--- config.mk ---
export PLATFORM = sky130hd
export DESIGN_NAME = typed_value_serializer_flat
export DESIGN_NICKNAME = d
export VERILOG_FILES = /design/src/rtl/tvs_pkg.sv /design/src/rtl/tvs_in_if.sv /design/src/rtl/tvs_out_if.sv /design/src/rtl/tvs_shift.sv /design/src/rtl/typed_value_serializer.sv /design/src/flat_wrapper.sv
export SDC_FILE = /design/constraint.sdc
export NUM_CORES = 1
export LEC_CHECK = 0
export ABC_AREA = 0
export BUFFER_PORTS_ARGS = -buffer_cell sky130_fd_sc_hd__buf_4
export CORE_ASPECT_RATIO = 0.7
export CORE_MARGIN = 2
export CORE_UTILIZATION = 30
export CTS_CLUSTER_SIZE = 40
export DETAILED_ROUTE_END_ITERATION = 12
export GPL_TIMING_DRIVEN = 0
export HOLD_SLACK_MARGIN = 0.08
export SKIP_LAST_GASP = 1
export SYNTH_ARGS = -nofsm -noshare
export SYNTH_HDL_FRONTEND = slang
export SYNTH_HIERARCHICAL = 1
export SYNTH_SLANG_ARGS = --single-unit
--- constraint.sdc ---
create_clock -name clk_i -period 3.2 [get_ports clk_i]
set_clock_uncertainty 0.2 [all_clocks]
set_input_delay 0.32 -clock clk_i [delete_from_list [all_inputs] [get_ports clk_i]]
set_output_delay 0.32 -clock clk_i [all_outputs]
set_load 0.01 [all_outputs]
--- src/rtl/tvs_pkg.sv ---
// tvs_pkg: shared types and constants of the typed value serializer.
// No dependencies; used by the channel interfaces, tvs_shift and the top level.

package tvs_pkg;

  localparam int BufferMax = 4096;            // largest remaining-space value
  localparam int OpW       = 3;
  localparam int ValueW    = 64;
  localparam int ByteW     = 8;
  localparam int CapW      = 13;
  localparam int SpaceW    = $clog2(BufferMax + 1);
  localparam int CntW      = 4;                // holds a fixed size of up to 8
  localparam int CapMax    = (1 << CapW) - 1;
  localparam logic [CapW-1:0] CapReset =
      CapW'((BufferMax > CapMax) ? CapMax : BufferMax);

  typedef enum logic [OpW-1:0] {
    OP_FIXED1   = 3'd0,
    OP_FIXED2   = 3'd1,
    OP_FIXED4   = 3'd2,
    OP_FIXED8   = 3'd3,
    OP_VARINT   = 3'd4,
    OP_ZIGZAG32 = 3'd5,
    OP_ZIGZAG64 = 3'd6
  } op_e;

  typedef enum logic [1:0] {
    ST_IDLE,
    ST_FIXED,
    ST_VARINT,
    ST_ERROR
  } state_e;

  typedef struct packed {
    logic load;     // take a new value in
    logic step;     // drop the digit just sent
    logic varint;   // 7-bit digits instead of bytes
    op_e  op;       // selector of the value being loaded
  } shift_ctrl_t;

endpackage

--- src/rtl/tvs_in_if.sv ---
// tvs_in_if: request channel carrying one typed value per request.
// Depends on tvs_pkg for field widths.

interface tvs_in_if;
  logic                         valid;
  logic                         ready;
  logic [tvs_pkg::OpW-1:0]      op;
  logic [tvs_pkg::ValueW-1:0]   value;
  logic                         start_buffer;

  modport source (output valid, op, value, start_buffer, input ready);
  modport sink   (input valid, op, value, start_buffer, output ready);
endinterface

--- src/rtl/tvs_out_if.sv ---
// tvs_out_if: result channel, one wire byte or error indication per transfer.
// Depends on tvs_pkg for field widths.

interface tvs_out_if;
  logic                        valid;
  logic                        ready;
  logic [tvs_pkg::ByteW-1:0]   out_byte;
  logic                        has_byte;
  logic                        status;
  logic                        last;

  modport source (output valid, out_byte, has_byte, status, last, input ready);
  modport sink   (input valid, out_byte, has_byte, status, last, output ready);
endinterface

--- src/rtl/tvs_shift.sv ---
// tvs_shift: value shift register that hands out one byte or 7-bit group per step.
// Applies the zigzag mapping on load. Depends on tvs_pkg.

module tvs_shift (
  input  logic                        clk_i,
  input  tvs_pkg::shift_ctrl_t        ctrl_i,
  input  logic [tvs_pkg::ValueW-1:0]  value_i,
  output logic [tvs_pkg::ByteW-1:0]   digit_o,
  output logic                        rest_nz_o
);

  logic [tvs_pkg::ValueW-1:0] sh_q, sh_d;
  logic [tvs_pkg::ValueW-1:0] mapped;

  always_comb begin
    unique case (ctrl_i.op)
      tvs_pkg::OP_ZIGZAG32: begin
        mapped = {32'd0, {value_i[30:0], 1'b0} ^ {32{value_i[31]}}};
      end
      tvs_pkg::OP_ZIGZAG64: begin
        mapped = {value_i[62:0], 1'b0} ^ {64{value_i[63]}};
      end
      default: begin
        mapped = value_i;
      end
    endcase
  end

  always_comb begin
    sh_d = sh_q;
    if (ctrl_i.load) begin
      sh_d = mapped;
    end else if (ctrl_i.step) begin
      sh_d = ctrl_i.varint ? (sh_q >> 7) : (sh_q >> 8);
    end
  end

  always_ff @(posedge clk_i) begin
    sh_q <= sh_d;
  end

  assign digit_o   = sh_q[7:0];
  // anything left above the current 7-bit group means more bytes follow
  assign rest_nz_o = |sh_q[63:7];

endmodule

--- src/rtl/typed_value_serializer.sv ---
// typed_value_serializer: top level of the wire-byte encoder.
// Depends on tvs_pkg, tvs_in_if, tvs_out_if and tvs_shift.

// One request carries a selector, a 64-bit value and a start_buffer flag; the
// block answers with one result per wire byte (fixed1/2/4/8 little endian, or
// varint with optional zigzag32/zigzag64 mapping) and marks the final result
// with last. A request is taken only while the block is idle; the value is
// loaded into a shift register in that cycle and then one result per cycle
// leaves it, as long as the result channel keeps taking them, so a request
// gives from 1 to 10 results (selector seven is taken and gives no result).
// The output register lets the next request be taken while the final
// result still waits on the sink. Remaining space
// is reloaded from the capacity register (saturated at 4096) when
// start_buffer is set. A fixed type short of space gives one error result
// (has_byte 0, status 1) and no bytes; a varint sends the bytes that fit and
// then an error result. Write the capacity register only while idle.

module typed_value_serializer (
  input  logic                       clk_i,
  input  logic                       rst_ni,
  tvs_in_if.sink                     in_i,
  tvs_out_if.source                  out_o,
  input  logic                       cfg_we_i,
  input  logic [tvs_pkg::CapW-1:0]   cfg_wdata_i
);

  localparam int SpaceW = tvs_pkg::SpaceW;

  tvs_pkg::state_e             state_q, state_d;
  logic [tvs_pkg::CapW-1:0]    cap_q;
  logic [SpaceW-1:0]           space_q, space_d;
  logic [tvs_pkg::CntW-1:0]    cnt_q, cnt_d;
  logic                        ovalid_q, ovalid_d;
  logic [tvs_pkg::ByteW-1:0]   byte_q, byte_d;
  logic                        has_q, has_d;
  logic                        status_q, status_d;
  logic                        last_q, last_d;

  tvs_pkg::shift_ctrl_t        shctl;
  tvs_pkg::op_e                op_in;
  logic [tvs_pkg::ByteW-1:0]   digit;
  logic                        rest_nz;
  logic                        in_acc;
  logic                        issue;
  logic [SpaceW-1:0]           reload_val;
  logic [SpaceW-1:0]           space_base;
  logic [tvs_pkg::CntW-1:0]    fsize;
  logic                        short_fixed;

  assign op_in      = tvs_pkg::op_e'(in_i.op);
  assign in_i.ready = (state_q == tvs_pkg::ST_IDLE);
  assign in_acc     = in_i.valid && in_i.ready;
  // a result can enter the output register when it is empty or being drained
  assign issue      = (state_q != tvs_pkg::ST_IDLE) && (!ovalid_q || out_o.ready);

  assign reload_val = (32'(cap_q) > tvs_pkg::BufferMax) ?
                      SpaceW'(tvs_pkg::BufferMax) : SpaceW'(cap_q);
  assign space_base = in_i.start_buffer ? reload_val : space_q;
  assign fsize      = tvs_pkg::CntW'(1) << in_i.op[1:0];
  assign short_fixed = 32'(space_base) < 32'(fsize);

  tvs_shift u_shift (
    .clk_i     (clk_i),
    .ctrl_i    (shctl),
    .value_i   (in_i.value),
    .digit_o   (digit),
    .rest_nz_o (rest_nz)
  );

  always_comb begin
    state_d      = state_q;
    space_d      = space_q;
    cnt_d        = cnt_q;
    ovalid_d     = ovalid_q && !out_o.ready;
    byte_d       = byte_q;
    has_d        = has_q;
    status_d     = status_q;
    last_d       = last_q;
    shctl.load   = 1'b0;
    shctl.step   = 1'b0;
    shctl.varint = (state_q == tvs_pkg::ST_VARINT);
    shctl.op     = op_in;

    unique case (state_q)
      tvs_pkg::ST_IDLE: begin
        if (in_acc) begin
          space_d    = space_base;
          cnt_d      = fsize;
          shctl.load = 1'b1;
          unique case (op_in)
            tvs_pkg::OP_FIXED1, tvs_pkg::OP_FIXED2,
            tvs_pkg::OP_FIXED4, tvs_pkg::OP_FIXED8: begin
              state_d = short_fixed ? tvs_pkg::ST_ERROR : tvs_pkg::ST_FIXED;
            end
            tvs_pkg::OP_VARINT, tvs_pkg::OP_ZIGZAG32,
            tvs_pkg::OP_ZIGZAG64: begin
              state_d = tvs_pkg::ST_VARINT;
            end
            default: begin
              state_d = tvs_pkg::ST_IDLE;
            end
          endcase
        end
      end
      tvs_pkg::ST_FIXED: begin
        if (issue) begin
          ovalid_d   = 1'b1;
          byte_d     = digit;
          has_d      = 1'b1;
          status_d   = 1'b0;
          last_d     = (cnt_q == tvs_pkg::CntW'(1));
          shctl.step = 1'b1;
          cnt_d      = cnt_q - tvs_pkg::CntW'(1);
          space_d    = space_q - SpaceW'(1);
          if (cnt_q == tvs_pkg::CntW'(1)) begin
            state_d = tvs_pkg::ST_IDLE;
          end
        end
      end
      tvs_pkg::ST_VARINT: begin
        if (issue) begin
          ovalid_d = 1'b1;
          if (space_q == '0) begin
            byte_d   = '0;
            has_d    = 1'b0;
            status_d = 1'b1;
            last_d   = 1'b1;
            state_d  = tvs_pkg::ST_IDLE;
          end else begin
            byte_d     = {rest_nz, digit[6:0]};
            has_d      = 1'b1;
            status_d   = 1'b0;
            last_d     = !rest_nz;
            shctl.step = 1'b1;
            space_d    = space_q - SpaceW'(1);
            if (!rest_nz) begin
              state_d = tvs_pkg::ST_IDLE;
            end
          end
        end
      end
      tvs_pkg::ST_ERROR: begin
        if (issue) begin
          ovalid_d = 1'b1;
          byte_d   = '0;
          has_d    = 1'b0;
          status_d = 1'b1;
          last_d   = 1'b1;
          state_d  = tvs_pkg::ST_IDLE;
        end
      end
      default: begin
        state_d = tvs_pkg::ST_IDLE;
      end
    endcase
  end

  always_ff @(posedge clk_i or negedge rst_ni) begin
    if (!rst_ni) begin
      state_q  <= tvs_pkg::ST_IDLE;
      cap_q    <= tvs_pkg::CapReset;
      space_q  <= SpaceW'(tvs_pkg::BufferMax);
      cnt_q    <= '0;
      ovalid_q <= 1'b0;
    end else begin
      state_q  <= state_d;
      space_q  <= space_d;
      cnt_q    <= cnt_d;
      ovalid_q <= ovalid_d;
      if (cfg_we_i) begin
        cap_q <= cfg_wdata_i;
      end
    end
  end

  always_ff @(posedge clk_i) begin
    byte_q   <= byte_d;
    has_q    <= has_d;
    status_q <= status_d;
    last_q   <= last_d;
  end

  assign out_o.valid    = ovalid_q;
  assign out_o.out_byte = byte_q;
  assign out_o.has_byte = has_q;
  assign out_o.status   = status_q;
  assign out_o.last     = last_q;

  // an error result carries no byte and closes its request
  a_err_shape: assert property (@(posedge clk_i) disable iff (!rst_ni)
    (out_o.valid && !out_o.has_byte) |->
      (out_o.status && out_o.last && (out_o.out_byte == '0)))
    else $error("error result with byte or without last");

  a_space_bound: assert property (@(posedge clk_i) disable iff (!rst_ni)
    32'(space_q) <= tvs_pkg::BufferMax)
    else $error("remaining space above buffer maximum");

  a_fixed_end: assert property (@(posedge clk_i) disable iff (!rst_ni)
    (state_q == tvs_pkg::ST_FIXED && issue && cnt_q == tvs_pkg::CntW'(1)) |=>
      (state_q == tvs_pkg::ST_IDLE && out_o.last))
    else $error("fixed request did not end on its final byte");

  a_varint_space: assert property (@(posedge clk_i) disable iff (!rst_ni)
    (state_q == tvs_pkg::ST_VARINT && issue && space_q != '0) |=>
      (space_q == $past(space_q) - SpaceW'(1) && out_o.has_byte))
    else $error("varint byte sent without taking space");

endmodule

--- src/flat_wrapper.sv ---
// flat-port wrapper written by rule: the top's interface ports become plain ports
module typed_value_serializer_flat 
  (clk_i, rst_ni, cfg_we_i, cfg_wdata_i, in_i_valid, in_i_op, in_i_value, in_i_start_buffer, in_i_ready, out_o_valid, out_o_out_byte, out_o_has_byte, out_o_status, out_o_last, out_o_ready);
  tvs_in_if in_i_i ();
  tvs_out_if out_o_i ();
  input  logic clk_i;
  input  logic rst_ni;
  input  logic cfg_we_i;
  input  logic [tvs_pkg::CapW-1:0] cfg_wdata_i;
  input wire logic [$bits(in_i_i.valid)-1:0] in_i_valid;
  input wire logic [$bits(in_i_i.op)-1:0] in_i_op;
  input wire logic [$bits(in_i_i.value)-1:0] in_i_value;
  input wire logic [$bits(in_i_i.start_buffer)-1:0] in_i_start_buffer;
  output wire logic [$bits(in_i_i.ready)-1:0] in_i_ready;
  output wire logic [$bits(out_o_i.valid)-1:0] out_o_valid;
  output wire logic [$bits(out_o_i.out_byte)-1:0] out_o_out_byte;
  output wire logic [$bits(out_o_i.has_byte)-1:0] out_o_has_byte;
  output wire logic [$bits(out_o_i.status)-1:0] out_o_status;
  output wire logic [$bits(out_o_i.last)-1:0] out_o_last;
  input wire logic [$bits(out_o_i.ready)-1:0] out_o_ready;
  assign in_i_i.valid = in_i_valid;
  assign in_i_i.op = in_i_op;
  assign in_i_i.value = in_i_value;
  assign in_i_i.start_buffer = in_i_start_buffer;
  assign in_i_ready = in_i_i.ready;
  assign out_o_valid = out_o_i.valid;
  assign out_o_out_byte = out_o_i.out_byte;
  assign out_o_has_byte = out_o_i.has_byte;
  assign out_o_status = out_o_i.status;
  assign out_o_last = out_o_i.last;
  assign out_o_i.ready = out_o_ready;
  typed_value_serializer u_core (.clk_i(clk_i), .rst_ni(rst_ni), .in_i(in_i_i), .out_o(out_o_i), .cfg_we_i(cfg_we_i), .cfg_wdata_i(cfg_wdata_i));
endmodule
==> results of run 1 <==
==> placed cells by master, fill, tap and decap left out, drive strengths merged, types with 19 or more instances in the layout <==
master / netlist / routed
buf: 36 / 133
edfxtp: 75 / 75
nor2b: 69 / 69
a211oi: 57 / 57
nand2: 46 / 46
clkbuf: 32 / 41
a31oi: 37 / 37
a21oi: 36 / 36
mux2i: 33 / 33
a22oi: 33 / 33
xor2: 33 / 33
dfrtp: 31 / 31
nor4: 21 / 21
dlygate4sd3: 0 / 19
==> power groups by stage <==
stage | Sequential [W] | Combinational, W | Clock, W
finish | 0.00283 | 0.00353 | 0.00122
global route | 0.00290 | 0.00388 | 0.00130
CTS | 0.00282 | 0.00341 | 0.00125
detailed placement | 0.00285 | 0.00330 | 0
global placement | 0.00285 | 0.00327 | 0
floorplan | 0.00270 | 0.00234 | 0
==> cell families (layout without fill, tap and decap cells) <==
logic type / after synthesis / after routing / synth area share
DFF: 108 / 108 / 0.428
xor gates and xnor gates: 33 / 33 / 0.0402
AOI/OAI and AO/OA: 212 / 212 / 0.202
adders and majority gates: 10 / 10 / 0.0174
buffers and inverters: 84 / 215 / 0.0605
and+or+nand+nor: 222 / 229 / 0.184
muxes: 47 / 47 / 0.0678
==> critical path, cell delays in order, from the launching register on <==
cell,delay (ns)
dfrtp_1,0.41
inv_1,0.10
ha_1,0.18
or3b_1,0.34
buf_2,0.19
or4_4,0.54
nor2_4,0.16
o21ai_0,0.09
and3_4,0.23
or2_4,0.34
==> through the flow <==
stage               instance area [um2]  setup slack [ns]
finish                             8900             0.154
global route                       8900          -0.00830
CTS                                8860            0.0318
detailed placement                 8320            -0.551
global placement                   8320            -0.466
floorplan                          7200             0.228
==> timing repair <==
action	4_1_cts	5_1_grt
hold buffers	19	0
setup endpoints to repair	64	78
pin swaps	2	3
resized for setup	4	8
gates cloned	3	4
hold endpoints to repair	47	0
==> sequential cells by signal (all words and copies together) (netlist names) <==
signal,count
u_core/out_o.has_byte,1
u_core/cap_q,13
u_core/out_o.valid,1
u_core/space_q,13
u_core/out_o.last,1
u_core/out_o.out_byte,8
u_core/out_o.status,1
u_core/cnt_q,4
u_core/state_q,2
u_core/u_shift/sh_q,64
==> routing by layer <==
metal,GRT usage,up-vias
met3,0.0524,19
met4,0.0360,0
li1,-,2987
met5,0,-
met1,0.267,3064
met2,0.228,280
==> worst min path at each step <==
stage / startpoint / to / depth (start not counted)
3_5_place_dp: rst_ni / u_core/cap_q[2]$_DFFE_PN0P_ / 1
4_1_cts: out_o_ready / u_core/out_o.valid$_DFF_PN0_ / 3
3_3_place_gp: rst_ni / u_core/cap_q[2]$_DFFE_PN0P_ / 1
6_report: out_o_ready / u_core/out_o.valid$_DFF_PN0_ / 3
5_1_grt: in_i_value[59] / u_core/u_shift/sh_q[59]$_SDFFCE_PN0P_ / 3
2_1_floorplan: rst_ni / u_core/cap_q[0]$_DFFE_PN0P_ / 0
==> area by class of cell <==
cell class,count,area [um2],area share
Sequential cell,108,3080,0.346
Inverter,16,60.1,0.00675
Clock buffer,10,229,0.0257
Tap cell,318,398,0.0447
Timing Repair Buffer,116,918,0.103
Multi-Input combinational cell,531,3750,0.422
Clock inverter,6,87.6,0.00984
Buffer,67,373,0.0419
==> results.cfg, run 1 <==
[outcome]
status = finished, final reports clean

[worst_setup_path]
worstPathArrival_ns = 2.95
reg2reg_to = u_core/u_shift/sh_q[44]$_DFFE_PP_
critPathLaunch = u_core/space_q[0]$_DFFE_PN0P_
rrSetupSlack_ns = 0.15
reg2reg_from = u_core/space_q[0]$_DFFE_PN0P_
cp.required_ns = 3.11
setup.worst_path.end = u_core/u_shift/sh_q[44]$_DFFE_PP_
crit_path_end_kind = flip-flop
path_max_fanout = 8
reg2regPathDepth = 9
critical_path_class = flip-flop to flip-flop
worstSetupStartpointType = flip-flop

[floorplan]
num_rows = 47
start_util = 0.305
dieArea_mm2 = 0.0253
die_width_um = 189
design.core.area_mm2 = 0.0236
io_pins = 99
die_y_um = 134

[sta]
worstMarginPinSlew_ns = 0.921
setup_viol = 0
slew_violations = 0
slew-limit-headroom = 0.381
hold_ws_ns = 0.132
finalCriticalPeriod_ns = 3.05
finalHoldViolations = 0
setup_tns_ns = 0
period_share = 0.952
timing.fmax_mhz = 328

[drt]
ant_nets = 0
drt_pass1_iterations = 6
wl_per_cell_um = 18.6
met2_length_um = 8570
m1WireLength_um = 10800
drc_errors = 0
met3_length_um = 2280
detail_route.iter0.violations = 642
routed_via_density = 5.42
wirelength_um = 21900
highest_layer = met4
via_count = 6350

[cts]
cts_tree = done
htreeDepth = 3
clock_latency_ns = 0.36
clk_pin_slew_ns = 0.08
clock_sinks = 108
cts_made_buffers = 9
clock_tree.root_cell = clkbuf_16
post-cts-setup-buffers = 0
cts_buffer_depth = 2

[placed_design]
globalplace.congestion = 0.868
dp.cells = 1131
port_buffers = 97
dp_hpwl_um = 15700

[power_and_ir_drop]
power.internal_w = 0.00452
power.total_w = 0.00759
power.share.switching = 0.404
ir_drop_uv = 374
p_comb_frac = 0.465
seq_power_share = 0.373
p_switching_w = 0.00307
p_leak_nw = 3.43
clockPowerShare = 0.161
power_density_mw_per_mm2 = 852

[logic_synthesis]
synth_commonest_cells = edfxtp_1, nor2b_1, a211oi_1
syn_inst = 716
synth_ff_type = edfxtp_1
synthDistinctLibCells = 65
yosys_warnings = 6
synthArstFlopShare = 0.306
synth_area_leaders = edfxtp_1, dfrtp_1, nor2b_1
yosysSeqAreaShare = 0.428
netlist_area_mm2 = 0.00719
synth_edf_count = 75
synth.top_cell.area_share = 0.313
synth_top_area_cell = edfxtp_1
yosysMostFrequentCell = edfxtp_1
syn_area_per_cell_um2 = 10.0
syn_nets = 812
synth-seq-cells = 108

[cells_and_area]
post-route-util = 0.377
fillers = 2358
n_antenna_cell = 0
post_route_cells_drive_above_1_share = 0.211
fin_nets = 945
syn2layout_area_growth_pct = 23.7
final_cells = 1172

[global_routing]
grt_util_all_layers = 0.172
grt_pass1_vias = 5893
overflow = 0
antenna_found_initial = 0
grt_max_degree = 34
grt_pass1_wl_um = 33600

[job]
max-cap-violations = 0

[worst_hold_path]
hp-class = input port to flip-flop
No activity file was read; power rests on OpenSTA's default activity.
==> run 2, diff against run 1 <==
- REMOVE_ABC_BUFFERS: not set -> 1
==> results.cfg, run 2 (synthesis results as in run 1) <==
[power_and_ir_drop]
p_leak_nw = 3.25
power_density_mw_per_mm2 = 826
ir_drop_uv = 491

[cts]
htreeDepth = 3
cts_made_buffers = 9
clock_sinks = 108
cts_buffer_depth = 2
clock_tree.root_cell = clkbuf_16
clock_latency_ns = 0.36
cts_tree = done
clk_pin_slew_ns = 0.07

[sta]
slew_violations = 0
slew-limit-headroom = 0.212
worstMarginPinSlew_ns = 1.18
rsz0062_at_grt = false
setup_tns_ns = 0
finalHoldViolations = 0
setup_viol = 0
period_share = 0.963
finalCriticalPeriod_ns = 3.08
hold_ws_ns = 0.140
timing.fmax_mhz = 325

[floorplan]
num_rows = 47
io_pins = 99
dieArea_mm2 = 0.0253
die_y_um = 134
die_width_um = 189
design.core.area_mm2 = 0.0236
start_util = 0.305

[placed_design]
port_buffers = 98
globalplace.congestion = 0.823
dp_hpwl_um = 12600

[worst_setup_path]
path_max_fanout = 32
worstPathArrival_ns = 2.97
cp.required_ns = 3.09
cp_slowest_cell = or4_4
rrSetupSlack_ns = 0.12
cp_slowest_stage_delay_ns = 0.55
path_delay_family = simple AND/OR/NAND/NOR gates
worstSetupStartpointType = flip-flop
reg2reg_to = u_core/u_shift/sh_q[21]$_DFFE_PP_
crit_buf_inv = 2
reg2regPathDepth = 9
reg2reg_from = u_core/space_q[0]$_DFFE_PN0P_
crit_path_end_kind = flip-flop
critical_path_class = flip-flop to flip-flop
path_cells = inv_1 > ha_1 > or3b_4 > or4_4 > nor2_4 > o21ai_0 > and3_1 > or2_4 > clkbuf_16

[cells_and_area]
post_route_cells_drive_above_1_share = 0.198
syn2layout_area_growth_pct = 19.4
layout_commonest_cell = buf_4
seq_area_mm2 = 0.00308
n_antenna_cell = 0
largest_reg_flops = 64
largest-register = u_core/u_shift/sh_q
fillers = 2375
fin_nets = 880
layout_common_cells = buf_4, edfxtp_1, nor2b_1
multi_input_area_mm2 = 0.00371
largestRegisters = u_core/u_shift/sh_q x64, u_core/cap_q x13, u_core/space_q x13

[worst_hold_path]
holdPathEnd = u_core/out_o.valid$_DFF_PN0_
hp-class = input port to flip-flop
min_from = out_o_ready
min_path_cells = 3

[global_routing]
antenna_found_initial = 1
grt_pass1_wl_um = 29700
grt_util_all_layers = 0.147
grt_pass1_vias = 5492
grt_max_degree = 75
overflow = 0

[drt]
wl_per_cell_um = 16.9
detail_route.iter0.violations = 496
drc_errors = 0
routed_via_density = 5.24
wirelength_um = 18700
drt_pass1_iterations = 5
via_count = 5803
ant_nets = 0

[job]
max-cap-violations = 0

[outcome]
status = finished, final reports clean
## run 2: cell count changes in the layout (fill, tap and decap cells not counted), sizes merged, moves of 2 or more
cell / previous run / this run
dlygate4sd3: 19 / 16
bufinv: 2 / 0
buf: 133 / 108
inv: 17 / 19
clkinv: 3 / 1
clkbuf: 41 / 12
or2: 11 / 4
## run 2: how the worst max path moves through the flow
| stage | from | endpoint | depth (start not counted) |
|---|---|---|---|
| after floorplan | u_core/state_q[0]$_DFFE_PN0P_ | u_core/space_q[10]$_DFFE_PN0P_ | 7 |
| after global placement | u_core/state_q[0]$_DFFE_PN0P_ | u_core/u_shift/sh_q[49]$_DFFE_PP_ | 4 |
| after detailed placement | u_core/state_q[0]$_DFFE_PN0P_ | u_core/space_q[4]$_DFFE_PN0P_ | 7 |
| after CTS | u_core/space_q[0]$_DFFE_PN0P_ | u_core/u_shift/sh_q[59]$_SDFFCE_PN0P_ | 9 |
| after global routing | u_core/state_q[0]$_DFFE_PN0P_ | u_core/space_q[10]$_DFFE_PN0P_ | 7 |
| final | u_core/space_q[0]$_DFFE_PN0P_ | u_core/u_shift/sh_q[21]$_DFFE_PP_ | 9 |
## run 2: repair_timing
action | in CTS | in global routing
buffers inserted | 1 | 6
hold buffers | 16 | 0
hold endpoints to repair | 47 | 0
endpoints found under the setup margin | 72 | 65
cloned | 0 | 1
pin swaps | 0 | 1
resized for setup | 2 | 1
## run 2: area by class of cell
| class | count | area share |
|---|---|---|
| clock buffers | 11 | 0.0271 |
| clock inverters | 5 | 0.00495 |
| inverters | 16 | 0.00700 |
| multi-input cells | 524 | 0.432 |
| flip-flops and latches | 108 | 0.359 |
| well taps | 318 | 0.0463 |
| repair buffers | 125 | 0.124 |
## run 2: through the flow
step / power (W) / util / setup slack, ns / area (um2) / cells
3_5_place_dp: 0.00590 / 0.341 / -0.291 / 8050 / 1067
6_report: 0.00709 / 0.364 / 0.119 / 8590 / 1107
2_1_floorplan: 0.00486 / - / -1.56 / 6820 / 648
5_1_grt: 0.00762 / 0.364 / 0.0379 / 8590 / 1107
4_1_cts: 0.00706 / 0.361 / 0.0405 / 8510 / 1100
3_3_place_gp: 0.00582 / 0.337 / -2.82 / 7950 / 1064
## run 2: worst min-delay path, cell delays in order
cell      delay (ns)
buf_4           0.08
nor2b_1         0.09
nand2b_1        0.16
## run 2: where the power goes
part	switching [W]	internal, W	leakage (nW)	total [W]
clock	0.000532	0.000540	0.131	0.00107
sequential	0.000465	0.00236	1.11	0.00283
combinational	0.00180	0.00138	2.01	0.00319
## run 2: metal layers
layer,part of all wire,track usage
met5,0.00085,0
met4,0.0088,0.0269
met3,0.050,0.0303
met2,0.42,0.213
met1,0.52,0.225
==> run 3, diff against run 2 <==
- ABC_AREA: 0 -> 1
- GPL_TIMING_DRIVEN: 0 -> not set
- TNS_END_PERCENT: not set -> 50
==> results.cfg, run 3 <==
[outcome]
status = finished, final reports clean

[placed_design]
globalplace.congestion = 0.839
port_buffers = 98
dp.cells = 1683
dp_hpwl_um = 16500

[floorplan]
dieArea_mm2 = 0.0296
die_width_um = 205
start_util = 0.305
num_rows = 51
design.core.area_mm2 = 0.0278
io_pins = 99
die_y_um = 145

[drt]
wirelength_um = 23100
m1WireLength_um = 11800
drc_errors = 0
detail_route.iter0.violations = 561
wl_per_cell_um = 13.4
met3_length_um = 1190
highest_layer = met4
routed_via_density = 4.65
met2_length_um = 9950
drt_pass1_iterations = 5
via_count = 7976
ant_nets = 0

[worst_setup_path]
crit_path_end_kind = flip-flop
critical_path_class = flip-flop to flip-flop
reg2reg_from = u_core/space_q[0]$_DFFE_PN0P_
cp_slowest_cell = or2_2
path_cells = inv_1 > ha_1 > nand2_2 > nor2_4 > inv_2 > nor2_2 > nand4_2 > nand2_1 > a211oi_1 > or2_2 > buf_12
cp_slowest_stage_delay_ns = 0.44
rrSetupSlack_ns = 0.60
worstSetupStartpointType = flip-flop
cp.required_ns = 3.09
reg2regPathDepth = 11
path_max_fanout = 36
reg2reg_to = u_core/u_shift/sh_q[60]$_SDFFCE_PN0P_
worstPathArrival_ns = 2.50

[cells_and_area]
final_cells = 1716
post_route_cells_drive_above_1_share = 0.136
layout_common_cells = nand2_1, buf_4, inv_1
n_antenna_cell = 0
largestRegisters = u_core/u_shift/sh_q x64, u_core/cap_q x13, u_core/space_q x13
fin_nets = 1436
layout_commonest_cell = nand2_1
largest-register = u_core/u_shift/sh_q
post-route-util = 0.355
fillers = 2969
syn2layout_area_growth_pct = 16.3
largest_reg_flops = 64

[sta]
slew_violations = 0
worstMarginPinSlew_ns = 1.12
period_share = 0.814
slew-limit-headroom = 0.250
finalHoldViolations = 0
timing.fmax_mhz = 384
rsz0062_at_grt = false
finalCriticalPeriod_ns = 2.60
setup_viol = 0

[cts]
clk_pin_slew_ns = 0.07
clock_sinks = 108
cts_tree = done
cts_made_buffers = 9
clock_latency_ns = 0.35
cts_buffer_depth = 2
htreeDepth = 3
post-cts-setup-buffers = 0
clock_tree.root_cell = clkbuf_16

[logic_synthesis]
syn_area_per_cell_um2 = 6.66
synthDistinctLibCells = 38
yosysMostFrequentCell = nand2_1
synthArstFlopShare = 0.306
synth.top_cell.area_share = 0.266
synthAdderAreaFrac = 0.0148
synth-seq-cells = 108
synth_area_leaders = edfxtp_1, nand2_1, dfrtp_1
synth_top_family_by_area = simple AND/OR/NAND/NOR gates
yosysSeqAreaShare = 0.364
yosys.area_share.simple = 0.373
synth_ff_type = edfxtp_1
yosys.area_share.xor_xnor = 0.0351
netlist_area_mm2 = 0.00847
synth_edf_count = 75
yosys_warnings = 6
synth_mux_area_frac = 0.0106
syn_inst = 1273
synth_commonest_cells = nand2_1, inv_1, nand3_1
synth_compound_area_frac = 0.102
synth_top_area_cell = edfxtp_1

[power_and_ir_drop]
p_leak_nw = 4.81
seq_power_share = 0.386
clockPowerShare = 0.163
ir_drop_uv = 370
power.internal_w = 0.00410
power.share.switching = 0.411
p_comb_frac = 0.451
p_switching_w = 0.00286
power_density_mw_per_mm2 = 706

[global_routing]
overflow = 0
antenna_found_initial = 0
grt_max_degree = 78
grt_pass1_wl_um = 38000
grt_util_all_layers = 0.160
grt_pass1_vias = 7410

[worst_hold_path]
holdPathEnd = u_core/u_shift/sh_q[46]$_DFFE_PP_
min_from = in_i_value[46]
min_path_cells = 5
hp-class = input port to flip-flop

[job]
max-cap-violations = 0
run 3: metrics by stage:
stage	setup TNS [ns]	setup WS, ns	total power, W	hold slack (ns)	cell area [um2]
after floorplan	-61.24	-0.783	0.00477	-0.176	8050
after detailed placement	0	0.625	0.00584	0.110	9390
after global routing	0	0.381	0.00758	0.162	9860
final	0	0.596	0.00696	0.139	9860
after global placement	0	0.672	0.00581	0.101	9390
after CTS	0	0.592	0.00700	0.123	9860
run 3: per-layer routing:
| metal | vias to the layer above | global-route usage |
|---|---|---|
| met5 | - | 0 |
| met2 | 196 | 0.251 |
| met3 | 15 | 0.0257 |
| met1 | 3602 | 0.235 |
| li1 | 4163 | - |
| met4 | 0 | 0.0257 |
run 3: worst max-delay path by stage:
stage	from	end	slack (ns)
after floorplan	u_core/state_q[0]$_DFFE_PN0P_	u_core/u_shift/sh_q[33]$_DFFE_PP_	-0.78
after global placement	u_core/space_q[0]$_DFFE_PN0P_	u_core/u_shift/sh_q[58]$_SDFFCE_PN0P_	0.67
after detailed placement	u_core/space_q[0]$_DFFE_PN0P_	u_core/u_shift/sh_q[57]$_SDFFCE_PN0P_	0.62
after CTS	u_core/space_q[0]$_DFFE_PN0P_	u_core/u_shift/sh_q[57]$_SDFFCE_PN0P_	0.59
after global routing	u_core/space_q[0]$_DFFE_PN0P_	u_core/u_shift/sh_q[60]$_SDFFCE_PN0P_	0.38
final	u_core/space_q[0]$_DFFE_PN0P_	u_core/u_shift/sh_q[60]$_SDFFCE_PN0P_	0.60
run 3: cell type report:
| cell class | instances | area, um2 | area share |
|---|---|---|---|
| clock inverter | 7 | 76.3 | 0.00774 |
| timing repair buffer | 131 | 1040 | 0.105 |
| inverter | 115 | 434 | 0.0440 |
| clock buffer | 9 | 225 | 0.0228 |
| sequential | 108 | 3080 | 0.313 |
| multi-input combinational | 975 | 4540 | 0.460 |
| tap | 371 | 464 | 0.0471 |
run 3: power by group through the flow:
| stage | Sequential [W] | Clock [W] | Combinational (W) |
|---|---|---|---|
| 6_report | 0.00269 | 0.00113 | 0.00314 |
| 5_1_grt | 0.00276 | 0.00122 | 0.00360 |
| 4_1_cts | 0.00268 | 0.00116 | 0.00316 |
| 3_5_place_dp | 0.00271 | 0 | 0.00313 |
| 3_3_place_gp | 0.00270 | 0 | 0.00311 |
| 2_1_floorplan | 0.00264 | 0 | 0.00213 |
run 3: what timing repair did:
action | CTS | global route
endpoints found under the hold margin | 48 | 0
hold buffers | 17 | 0
gates resized for setup | 0 | 0
run 3: cell families (layout without fill, tap and decap cells):
kind of cell / after synthesis / count (layout)
AOI/OAI and AO/OA: 145 / 145
xor gates and xnor gates: 34 / 34
adders and majority gates: 10 / 10
buffers and inverters: 190 / 262
DFF: 108 / 108
muxes: 8 / 8
and+or+nand+nor: 778 / 778
run 3: worst max-delay path, delay by kind of cell, from the launching register on:
family | cells | cell delay, ns
flip-flops | 1 | 0.42
adder cells (fa/ha/maj) | 1 | 0.19
AO/OA/AOI/OAI | 1 | 0.07
buffers and inverters | 3 | 0.42
AND/OR/NAND/NOR | 6 | 1.02
